<file path="src/hmcd_pkg.sv">
package hmcd_pkg;

	localparam int LENGTH_BITS_DEF = 24;
	localparam int OUT_BITS        = 24;
	localparam int NAME_LEN        = 16;
	localparam int END_LEN         = 4;

	localparam logic [7:0] CH_CR    = 8'h0D;
	localparam logic [7:0] CH_LF    = 8'h0A;
	localparam logic [7:0] CH_TAB   = 8'h09;
	localparam logic [7:0] CH_SP    = 8'h20;
	localparam logic [7:0] CH_PLUS  = 8'h2B;
	localparam logic [7:0] CH_MINUS = 8'h2D;
	localparam logic [7:0] CH_0     = 8'h30;
	localparam logic [7:0] CH_9     = 8'h39;
	localparam logic [7:0] CH_C     = 8'h43;

	localparam logic [OUT_BITS-1:0] OUT_MAX = '1;

	typedef enum logic [1:0] {
		PH_NONE,  // no length field found yet
		PH_SKIP,  // skipping leading whitespace
		PH_NUM,   // in sign or digits
		PH_DONE   // value finished
	} phase_t;

	typedef struct packed {
		logic [7:0] data_byte;
		logic       first;
	} in_t;

	typedef struct packed {
		logic                complete;
		logic                header_done;
		logic [OUT_BITS-1:0] expected_total;
	} out_t;

	// "Content-Length: "
	function automatic logic [7:0] name_char(input logic [3:0] idx);
		logic [7:0] c;
		case (idx)
			4'd0:    c = 8'h43; // C
			4'd1:    c = 8'h6F; // o
			4'd2:    c = 8'h6E; // n
			4'd3:    c = 8'h74; // t
			4'd4:    c = 8'h65; // e
			4'd5:    c = 8'h6E; // n
			4'd6:    c = 8'h74; // t
			4'd7:    c = 8'h2D; // -
			4'd8:    c = 8'h4C; // L
			4'd9:    c = 8'h65; // e
			4'd10:   c = 8'h6E; // n
			4'd11:   c = 8'h67; // g
			4'd12:   c = 8'h74; // t
			4'd13:   c = 8'h68; // h
			4'd14:   c = 8'h3A; // :
			default: c = CH_SP;
		endcase
		return c;
	endfunction

	// CR LF CR LF
	function automatic logic [7:0] end_char(input logic [1:0] idx);
		return idx[0] ? CH_LF : CH_CR;
	endfunction

endpackage

</file>
<file path="src/http_message_completeness_detector_core.sv">
// HTTP Content-Length framing detector. One byte of the message is taken per
// request, with a first flag that starts a new message, and every byte yields
// exactly one result: header_done once the first CR LF CR LF has been seen,
// expected_total (header end + 4 + Content-Length, clamped to the length
// range and to 24 bits, 0 while the header is still open) and complete when
// the byte count has reached that total. Only the first case-sensitive
// "Content-Length: " that starts inside the header counts; its value is
// parsed like atoi (whitespace, optional sign, digits, saturating) and is
// frozen at the header end. A message without the field is complete at the
// header end. Throughput is one byte per clock while results are taken: the
// whole per-byte update is a single registered pass from the matcher and
// counter registers to the result register. A new byte is taken while a
// result waits as long as that result is being taken in the same cycle.
module http_message_completeness_detector_core
	import hmcd_pkg::*;
#(
	parameter int LENGTH_BITS = LENGTH_BITS_DEF
) (
	input  logic clk,
	input  logic arst_n,
	input  logic item_valid,
	output logic item_ready,
	input  in_t  item,
	output logic result_valid,
	input  logic result_ready,
	output out_t result
);

	localparam int LB = LENGTH_BITS;
	localparam int TW = (LB > OUT_BITS) ? LB : OUT_BITS;
	localparam logic [LB-1:0] LMAX = '1;

	// Message state.
	logic [LB-1:0] byte_count_q;
	logic [1:0]    end_prog_q;
	logic [LB-1:0] hdr_base_q;   // header end + 4, clamped
	logic          header_seen_q;
	logic [3:0]    name_prog_q;
	phase_t        phase_q;
	logic [LB-1:0] length_q;
	logic          negative_q;

	logic result_valid_q;
	out_t result_q;

	logic accept;

	// State as seen by this byte (cleared by the first flag).
	logic [LB-1:0] cnt_c, base_c, len_c;
	logic [1:0]    endp_c;
	logic [3:0]    namep_c;
	logic          hs_c, neg_c;
	phase_t        ph_c;

	// Next state.
	logic [LB-1:0] cnt_n, base_n, len_n;
	logic [1:0]    endp_n;
	logic [3:0]    namep_n;
	logic          hs_n, neg_n;
	phase_t        ph_n;

	logic [7:0]    b;
	logic          is_digit, is_ws;
	logic [LB+3:0] acc;
	logic [LB-1:0] digit_val;

	out_t          res_n;

	assign accept     = item_valid && item_ready;
	assign item_ready = !result_valid_q || result_ready;

	assign b        = item.data_byte;
	assign is_digit = b inside {[CH_0:CH_9]};
	assign is_ws    = b inside {CH_SP, [CH_TAB:CH_CR]};

	// length*10 + digit, saturating at the length range
	assign acc = {1'b0, len_c, 3'b000} + {3'b000, len_c, 1'b0} + (LB+4)'(b - CH_0);
	assign digit_val = (acc > {4'b0000, LMAX}) ? LMAX : acc[LB-1:0];

	always_comb begin
		if (item.first) begin
			cnt_c   = '0;
			base_c  = '0;
			len_c   = '0;
			endp_c  = '0;
			namep_c = '0;
			hs_c    = 1'b0;
			neg_c   = 1'b0;
			ph_c    = PH_NONE;
		end else begin
			cnt_c   = byte_count_q;
			base_c  = hdr_base_q;
			len_c   = length_q;
			endp_c  = end_prog_q;
			namep_c = name_prog_q;
			hs_c    = header_seen_q;
			neg_c   = negative_q;
			ph_c    = phase_q;
		end
	end

	// Next-state logic
	always_comb begin
		cnt_n   = (cnt_c == LMAX) ? LMAX : cnt_c + 1'b1;
		base_n  = base_c;
		len_n   = len_c;
		endp_n  = endp_c;
		namep_n = namep_c;
		hs_n    = hs_c;
		neg_n   = neg_c;
		ph_n    = ph_c;

		if (!hs_c) begin
			// name matcher runs until the field is found, then the value parser
			case (ph_c)
				PH_NONE: begin
					if (b == name_char(namep_c)) begin
						if (namep_c == 4'(NAME_LEN - 1)) begin
							ph_n    = PH_SKIP;
							namep_n = '0;
						end else begin
							namep_n = namep_c + 1'b1;
						end
					end else begin
						namep_n = (b == CH_C) ? 4'd1 : 4'd0;
					end
				end
				PH_SKIP: begin
					if (!is_ws) begin
						if (b == CH_PLUS) begin
							ph_n = PH_NUM;
						end else if (b == CH_MINUS) begin
							neg_n = 1'b1;
							ph_n  = PH_NUM;
						end else if (is_digit) begin
							len_n = digit_val;
							ph_n  = PH_NUM;
						end else begin
							ph_n = PH_DONE;
						end
					end
				end
				PH_NUM: begin
					if (is_digit) begin
						len_n = digit_val;
					end else begin
						ph_n = PH_DONE;
					end
				end
				default: begin
				end
			endcase

			// terminator matcher; the byte at position pos ends it at pos-3
			if (b == end_char(endp_c)) begin
				if (endp_c == 2'(END_LEN - 1)) begin
					hs_n = 1'b1;
					if (cnt_c == LMAX) begin
						base_n = LMAX;
					end else if (cnt_c < LB'(3)) begin
						base_n = LB'(END_LEN);
					end else begin
						base_n = cnt_c + 1'b1;
					end
				end else begin
					endp_n = endp_c + 1'b1;
				end
			end else begin
				endp_n = (b == CH_CR) ? 2'd1 : 2'd0;
			end
		end
	end

	// Result logic. The byte that closes the header is LF, never a digit, so
	// the length used here is the value before this byte.
	logic [LB:0]   sum;
	logic [LB-1:0] total;
	logic [TW-1:0] total_w;

	always_comb begin
		sum   = {1'b0, base_n} + {1'b0, len_c};
		total = base_n;
		res_n = '0;
		if (hs_n) begin
			if (ph_n != PH_NONE) begin
				if (neg_n) begin
					total = (base_n > len_c) ? base_n - len_c : '0;
				end else begin
					total = sum[LB] ? LMAX : sum[LB-1:0];
				end
				res_n.complete = (cnt_n >= total);
			end else begin
				res_n.complete = 1'b1;
			end
			res_n.header_done = 1'b1;
		end else begin
			total = '0;
		end
		total_w = TW'(total);
		res_n.expected_total = (total_w > TW'(OUT_MAX)) ? OUT_MAX : total_w[OUT_BITS-1:0];
	end

	always_ff @(posedge clk or negedge arst_n) begin
		if (!arst_n) begin
			byte_count_q  <= '0;
			end_prog_q    <= '0;
			hdr_base_q    <= '0;
			header_seen_q <= 1'b0;
			name_prog_q   <= '0;
			phase_q       <= PH_NONE;
			length_q      <= '0;
			negative_q    <= 1'b0;
		end else if (accept) begin
			byte_count_q  <= cnt_n;
			end_prog_q    <= endp_n;
			hdr_base_q    <= base_n;
			header_seen_q <= hs_n;
			name_prog_q   <= namep_n;
			phase_q       <= ph_n;
			length_q      <= len_n;
			negative_q    <= neg_n;
		end
	end

	always_ff @(posedge clk or negedge arst_n) begin
		if (!arst_n) begin
			result_valid_q <= 1'b0;
		end else if (accept) begin
			result_valid_q <= 1'b1;
		end else if (result_ready) begin
			result_valid_q <= 1'b0;
		end
	end

	always_ff @(posedge clk) begin
		if (accept) begin
			result_q <= res_n;
		end
	end

	assign result_valid = result_valid_q;
	assign result       = result_q;

	// An open header never reports completion or a total.
	a_open_header: assert property (@(posedge clk) disable iff (!arst_n)
		result_valid && !result.header_done |-> !result.complete && result.expected_total == '0)
		else $error("result complete or nonzero total before header end");

	// Once the header has ended it stays ended for the rest of the message.
	a_header_sticky: assert property (@(posedge clk) disable iff (!arst_n)
		accept && !item.first && header_seen_q |=> result.header_done)
		else $error("header_done dropped within a message");

	// The byte count never moves backward within a message.
	a_count_mono: assert property (@(posedge clk) disable iff (!arst_n)
		accept && !item.first |=> byte_count_q > $past(byte_count_q) || byte_count_q == LMAX)
		else $error("byte count did not advance");

	// No field found means complete whenever the header has ended.
	a_no_field: assert property (@(posedge clk) disable iff (!arst_n)
		accept && hs_n && ph_n == PH_NONE |=> result.complete)
		else $error("message without length field not complete at header end");

endmodule

</file>
<file path="config.mk">
export PLATFORM = sky130hd
export DESIGN_NAME = http_message_completeness_detector_core
export DESIGN_NICKNAME = d
export VERILOG_FILES = /design/src/hmcd_pkg.sv /design/src/http_message_completeness_detector_core.sv
export SDC_FILE = /design/constraint.sdc
export NUM_CORES = 1
export LEC_CHECK = 0
export BUFFER_PORTS_ARGS = -buffer_cell sky130_fd_sc_hd__buf_2
export CAP_MARGIN = 0
export CORE_MARGIN = 2
export CORE_UTILIZATION = 65
export CTS_BUF_LIST = sky130_fd_sc_hd__clkbuf_4 sky130_fd_sc_hd__clkbuf_8
export CTS_CLUSTER_SIZE = 24
export DETAILED_ROUTE_END_ITERATION = 8
export PLACE_DENSITY_LB_ADDON = 0.08
export SLEW_MARGIN = 40
export SYNTH_ARGS = -nofsm -noshare
export SYNTH_HDL_FRONTEND = slang
export SYNTH_SLANG_ARGS = --single-unit
</file>
<file path="constraint.sdc">
create_clock -name clk -period 6.7 [get_ports clk]
set_input_delay 1.34 -clock clk [delete_from_list [all_inputs] [get_ports clk]]
set_output_delay 1.34 -clock clk [all_outputs]
set_load 0.1 [all_outputs]
</file>
# ---- Word level (Yosys, flattened, before mapping)
# Memory sizes are Yosys's and may differ from the RTL's.
# Index checks and enable logic that the tools add are counted.
dict set report classes {
  add_sub_neg 8
  magnitude_cmp 9
  n_eq_ne 12
  n_mux 61
  n_reduce_logical 9
}
# op n
set op_table {}
lappend op_table {{24-bit two-way mux} 22}
lappend op_table {{24-bit case mux with 2 select lines} 1}
lappend op_table {{27-bit by 25-bit adder with 28-bit output} 1}
lappend op_table {{28-bit adder} 1}
lappend op_table {{28-bit by 24-bit greater-than comparator with 1-bit output (second input constant)} 1}
lappend op_table {{24-bit by 24-bit adder with 25-bit output} 1}
lappend op_table {{24-bit by 1-bit adder with 24-bit output (second input constant)} 1}
lappend op_table {{24-bit == test (second input constant)} 1}
lappend op_table {{8-bit by 6-bit == test with 1-bit output (second input constant)} 3}
lappend op_table {{24-bit >= comparator} 1}
lappend op_table {{24-bit greater-than comparator} 1}
lappend op_table {{24-bit greater-than comparator (second input constant)} 1}
lappend op_table {{24-bit by 2-bit < comparator with 1-bit output (second input constant)} 1}
lappend op_table {{24-bit subtractor} 1}
lappend op_table {{2-bit two-way mux} 10}
lappend op_table {{4-bit two-way mux} 5}
lappend op_table {{1-bit two-way mux} 19}
lappend op_table {{8-bit two-way mux} 2}
lappend op_table {{8-bit by 6-bit subtractor with 9-bit output (second input constant)} 1}
lappend op_table {{8-bit by 4-bit == test with 1-bit output} 1}
lappend op_table {{8-bit by 4-bit == test with 1-bit output (second input constant)} 1}
lappend op_table {{8-bit by 7-bit == test with 1-bit output (second input constant)} 1}
lappend op_table {{8-bit == test} 1}
lappend op_table {{8-bit by 4-bit >= comparator with 1-bit output (second input constant)} 1}
lappend op_table {{other kinds (15)} 20}
dict set report totals {
  register_bits 109
  romBits 112
  inputBits 13
  out_inout_bits 28
  mem_count 1
}
# name depth width read_ports rd_clocked_by_memory_dff wr line
set memory_table {}
lappend memory_table {{(name not given)} 16 7 1 0 0 hmcd_pkg.sv:41} ;# case (idx)

# ---- Longest topological paths before layout
dict set report logic_depth {
  ltp_word 15
  mapped_depth 35
}

# ---- Least setup slack after synthesis
# No wires, ideal clock.
dict set report synth_path {
  path_type {in2reg}
  start {input port item[0] (netlist name)}
  end {register result_q, in the netlist result[25], data pin}
  setup_time_ns 0.272
  arrival_time_ns 7.284
  t_required_ns 6.428
  slack_ns -0.856
  stages 34
  path_cell_list {buf_2 buf_2 clkbuf_1 clkbuf_1 nor2b_1 ha_1 nand3_1 nor4_2 nand4_1 clkbuf_1 and2_1 nand2_1 nand2_1 o21ai_0 ha_1 clkbuf_1 nor2b_1 o211ai_1 o2bb2ai_1 o211ai_1 a221oi_1 buf_4 nor2_1 o21a_1 ha_1 nand2b_1 a21o_1 a21oi_1 o21ai_0 a2111oi_0 o211ai_1 o2111ai_1 a21o_1 a31oi_1}
}
dict set report synth_via {
  elab_chain_len 14
}
# item line
set synth_lines {}
lappend synth_lines {{start, declared} http_message_completeness_detector_core.sv:23} ;# input in_t item,
lappend synth_lines {{24-bit two-way mux} http_message_completeness_detector_core.sv:81} ;# if (item.first) begin
lappend synth_lines {{24-bit by 1-bit adder with 24-bit output or 24-bit by 2-bit < comparator with 1-bit output (tied branches)} {http_message_completeness_detector_core.sv:163, http_message_completeness_detector_core.sv:160}}
lappend synth_lines {{24-bit two-way mux} http_message_completeness_detector_core.sv:160} ;# end else if (cnt_c < LB'(3)) begin
lappend synth_lines {{24-bit two-way mux} http_message_completeness_detector_core.sv:158} ;# if (cnt_c == LMAX) begin
lappend synth_lines {{24-bit two-way mux} http_message_completeness_detector_core.sv:156} ;# if (endp_c == 2'(END_LEN - 1)) begin
lappend synth_lines {{24-bit two-way mux} http_message_completeness_detector_core.sv:155} ;# if (b == end_char(endp_c)) begin
lappend synth_lines {{24-bit two-way mux *} http_message_completeness_detector_core.sv:113} ;# if (!hs_c) begin
lappend synth_lines {{net base_n[2]} http_message_completeness_detector_core.sv:56} ;# logic [LB-1:0] cnt_n, base_n, len_n;
lappend synth_lines {{24-bit by 24-bit adder with 25-bit output (tied with other cells)} http_message_completeness_detector_core.sv:181} ;# sum = {1'b0, base_n} + {1'b0, len_c};
lappend synth_lines {{24-bit two-way mux, on equally long branches} {http_message_completeness_detector_core.sv:189, http_message_completeness_detector_core.sv:187}}
lappend synth_lines {{24-bit two-way mux *} http_message_completeness_detector_core.sv:186} ;# if (neg_n) begin
lappend synth_lines {{24-bit two-way mux *} http_message_completeness_detector_core.sv:185} ;# if (ph_n != PH_NONE) begin
lappend synth_lines {{24-bit two-way mux *} http_message_completeness_detector_core.sv:184} ;# if (hs_n) begin
lappend synth_lines {{24-bit >= comparator *} http_message_completeness_detector_core.sv:191} ;# res_n.complete = (cnt_n >= total);
lappend synth_lines {{1-bit two-way mux *} http_message_completeness_detector_core.sv:185}
lappend synth_lines {{end signal, assigned} http_message_completeness_detector_core.sv:237} ;# result_q <= res_n;
lappend synth_lines {{end, declared} http_message_completeness_detector_core.sv:44} ;# out_t result_q;
# Mark *: on every way through the listed nets, which the timed path passes. The rest lies on a longest branch. The select of a mux whose other input is x is not followed.
# A chain may end at the register's enable or synchronous reset.

# ---- Worst setup path in the final report
dict set report layout_path {
  start {input port item[0] (netlist name)}
  end {register result_q, in the netlist result[25], data pin}
}
# item line
set layout_rtl {}
lappend layout_rtl {{24-bit two-way mux *} http_message_completeness_detector_core.sv:81}
lappend layout_rtl {{24-bit by 1-bit adder with 24-bit output or 24-bit == test (tied branches)} http_message_completeness_detector_core.sv:104} ;# cnt_n = (cnt_c == LMAX) ? LMAX : cnt_c + 1'b1;
lappend layout_rtl {{24-bit two-way mux *} http_message_completeness_detector_core.sv:104}
lappend layout_rtl {{net cnt_n[15]} http_message_completeness_detector_core.sv:56}
lappend layout_rtl {{24-bit >= comparator *} http_message_completeness_detector_core.sv:191}
lappend layout_rtl {{1-bit two-way mux *} http_message_completeness_detector_core.sv:185}
# Marks and branches as above.

==> impl_metrics.csv <==
group,metric,value,unit
global_route,gr-usage-all-layers,42.0,%
logic_synthesis,synth_top_cells_by_count,"215 x nand2_1, 143 x a21oi_1, 121 x nor2_1",
detailed_routing,first_iter_violations,1754,
clock_tree,path_clk_slew,120,ps
pwr,power_leakage,0.00756,uW
logic_synthesis,syn_area,12200,um2
status,status,"complete, no violations",
setup_path,reg2reg_from,"byte_count_q[4]",
die,start_util,65.7,%
logic_synthesis,synthMuxAreaShare,0.830,%
clock_tree,cts.sinks,109,
finish,drive_above_1_share,25.9,%
pwr,ir_drop,65.1,uV
logic_synthesis,synth-xor-area-share,3.23,%
pwr,power.density,98.2,nW/um2
logic_synthesis,yosys_warnings,0,
placement,place_ws,-523,ps
logic_synthesis,synth-seq-area-share,23.4,%
sta,worst_pin_slew,822,ps
placement,numPortBuffers,40,
global_route,grt_max_degree,61,
logic_synthesis,yosys.area_share.simple,21.9,%
logic_synthesis,synth_top_area_share,17.0,%
detailed_routing,routedWlPerCell,20.8,um
flow_run,drv_cap,0,
clock_tree,clockBufferDepth,2,
die,core_area,18600,um2
sta,hold_viol,0,
finish,antenna_cells,0,
clock_tree,cts_tree,"built",
global_route,overflow,0,
logic_synthesis,synthTopCellsByArea,"dfrtp_1 17%, ha_1 12%, nand2_1 6.6%",
setup_path,rr_worst_depth,27,
logic_synthesis,synth_compound_area_share,29.2,%
setup_path,cp_slowest_cell,"or4_1",
finish,nets,1971,
detailed_routing,drt-vias-per-instance,6.64,
detailed_routing,dr_total_vias,13700,
die,io_pins,41,
die,row_count,50,
die,dieArea,19900,um2
logic_synthesis,synth-main-ff-cell,"dfrtp_1",
finish,multiInputGateArea,9140,um2
sta,period_minus_slack,6640,ps
detailed_routing,routed_wl,42800,um
clock_tree,cts_htree_levels,3,
sta,setup_tns,0,ps
finish,syn_to_final_growth,25.4,%
clock_tree,cts-buffers-inserted,9,
logic_synthesis,synth_edf_count,26,
sta,drv_slew,0,
sta,fin_skew,20.4,ps
hold_path,worstHoldStart,"hdr_base_q[17]",
logic_synthesis,synth_area_per_cell,7.84,um2
die,dieWidth,141,um
sta,setup_viol,0,
detailed_routing,drc,0,
global_route,grt_pass1_wl,66200,um
placement,gp_congestion,1.08,
logic_synthesis,synth_seq_cells,109,
sta,slew_headroom,45.2,%
setup_path,cp.required,6840,ps
sta,post-route-period-util,99.2,%
setup_path,end_kind,"flop",
hold_path,holdPathStages,2,
placement,dp_hpwl,33400,um
finish,layout.cells.non_filler,2058,
logic_synthesis,synthCells,1556,
sta,max_freq,151,MHz
finish,fillCellCount,1267,
logic_synthesis,yosys.area_share.adder,15.8,%
detailed_routing,firstDrtPassIters,6,
finish,seqCellArea,2860,um2
logic_synthesis,yosys.area.top_type,"dfrtp_1",
global_route,grt_pass1_vias,12600,
sta,layout_setup_ws,56.2,ps
clock_tree,postCtsHoldBufs,0,
setup_path,slowest_delay,420,ps
setup_path,cp.arrival,6780,ps
logic_synthesis,synth_top_family_by_area,"compound AO/OA/AOI/OAI gates",
placement,dp.cells,2031,
setup_path,start_kind,"input pin",
setup_path,path_max_fanout,8,
logic_synthesis,yosysMostFrequentCell,"nand2_1",
setup_path,reg2reg_slack,400,ps
logic_synthesis,asyncSetResetFlopFracSynth,76.1,%
setup_path,crit_path_start,"item[0]",
global_route,antenna_found_initial,0,
setup_path,path_common_cell,"a21o_1",
pwr,total_power,1500,uW
die,dieHeight,141,um
hold_path,hp-class,"flop to flop",
logic_synthesis,synth_cell_types,96,
logic_synthesis,synth_nets,1708,
setup_path,crit_type,"input pin to flop",
clock_tree,ctsRootBufferMaster,"clkbuf_8",
clock_tree,worstSkewPairLatency,410,ps
detailed_routing,ant_nets,0,
sta,hold_slack,490,ps
[cell usage in the layout, fill, tap and decap left out, types with 9 or more instances in the layout]
cell / count
buf_4: 286
edfxtp_1: 26
nor2_1: 116
xor2_1: 17
a211oi_1: 16
nand3_1: 32
a211oi_2: 9
a21o_1: 27
a21oi_1: 132
o211ai_1: 16
fa_1: 25
a31oi_1: 36
buf_2: 39
inv_1: 85
o21bai_1: 9
and2_1: 10
dfrtp_1: 83
nand4_1: 16
o221ai_1: 14
o21ai_0: 88
o21ai_1: 21
nor2b_1: 17
xnor2_1: 26
nor3_1: 24
o21a_1: 16
and3_1: 22
ha_1: 108
nand2_1: 208
nand2b_1: 26
clkbuf_8: 9
[routing by layer]
layer	global-route usage (%)	part of all wire [%]	vias up
li1	-	-	6233
met1	58.0	40	6394
met2	64.6	44	858
met3	7.27	11	174
met4	19.6	5.2	0
met5	0	0	-
[critical path: cells and delay by family]
family          cells  cell delay, ps
simple gates        7            1530
compound gates     15            2320
buf+inv             6             890
fa+ha+maj           3             690
[worst paths after layout]
| path | end |
|---|---|
| worst min-delay path | hdr_base_q[17] |
| worst min register to register | hdr_base_q[17] |
| min in group asynchronous | length_q[17] |
| worst max register to register | result[25] |
| max in group asynchronous | hdr_base_q[0] |
| worst max-delay path | result[25] |
[kinds of logic after synthesis]
group           count (synthesis)
mux                             8
xor+xnor                       45
simple gates                  558
compound gates                529
fa+ha+maj                     139
buf+inv                       168
flops                         109
[state kept, by name (all words and copies together) (netlist names)]
name	cells
name_prog_q	4
phase_q	2
negative_q	1
result	26
hdr_base_q	24
length_q	24
end_prog_q	2
result_valid	1
byte_count_q	24
header_seen_q	1
[report_power, final]
group / switching (uW) / internal (uW) / leakage [uW] / total, uW
Clock: 271 / 186 / 0.000112 / 457
Combinational: 221 / 114 / 0.00604 / 334
Sequential: 16.3 / 696 / 0.00140 / 712
Total: 508 / 995 / 0.00756 / 1500
[per-stage QoR]
stage          instance area, um2  util, %
4_1_cts                     14800     79.8
3_3_place_gp                14600     78.4
2_1_floorplan               12400        -
6_report                    15300     82.4
5_1_grt                     15300     82.4
3_5_place_dp                14600     78.5
[repair_timing]
item | in CTS | in global routing
hold endpoints to repair | 0 | 0
pin swaps | 0 | 30
setup endpoints to repair | 1 | 1
setup buffers | 0 | 10
resized for setup | 4 | 84
gates cloned | 0 | 1
[area by class of cell]
type / instances / share of cell area (%)
multi-input combinational: 1279 / 59.7
sequential: 109 / 18.7
timing repair buffer: 333 / 16.1
inverter: 87 / 2.15
tap: 234 / 1.91
clock buffer: 9 / 0.809
clock inverter: 7 / 0.654
Note: power is estimated with default switching activity, not from simulation.
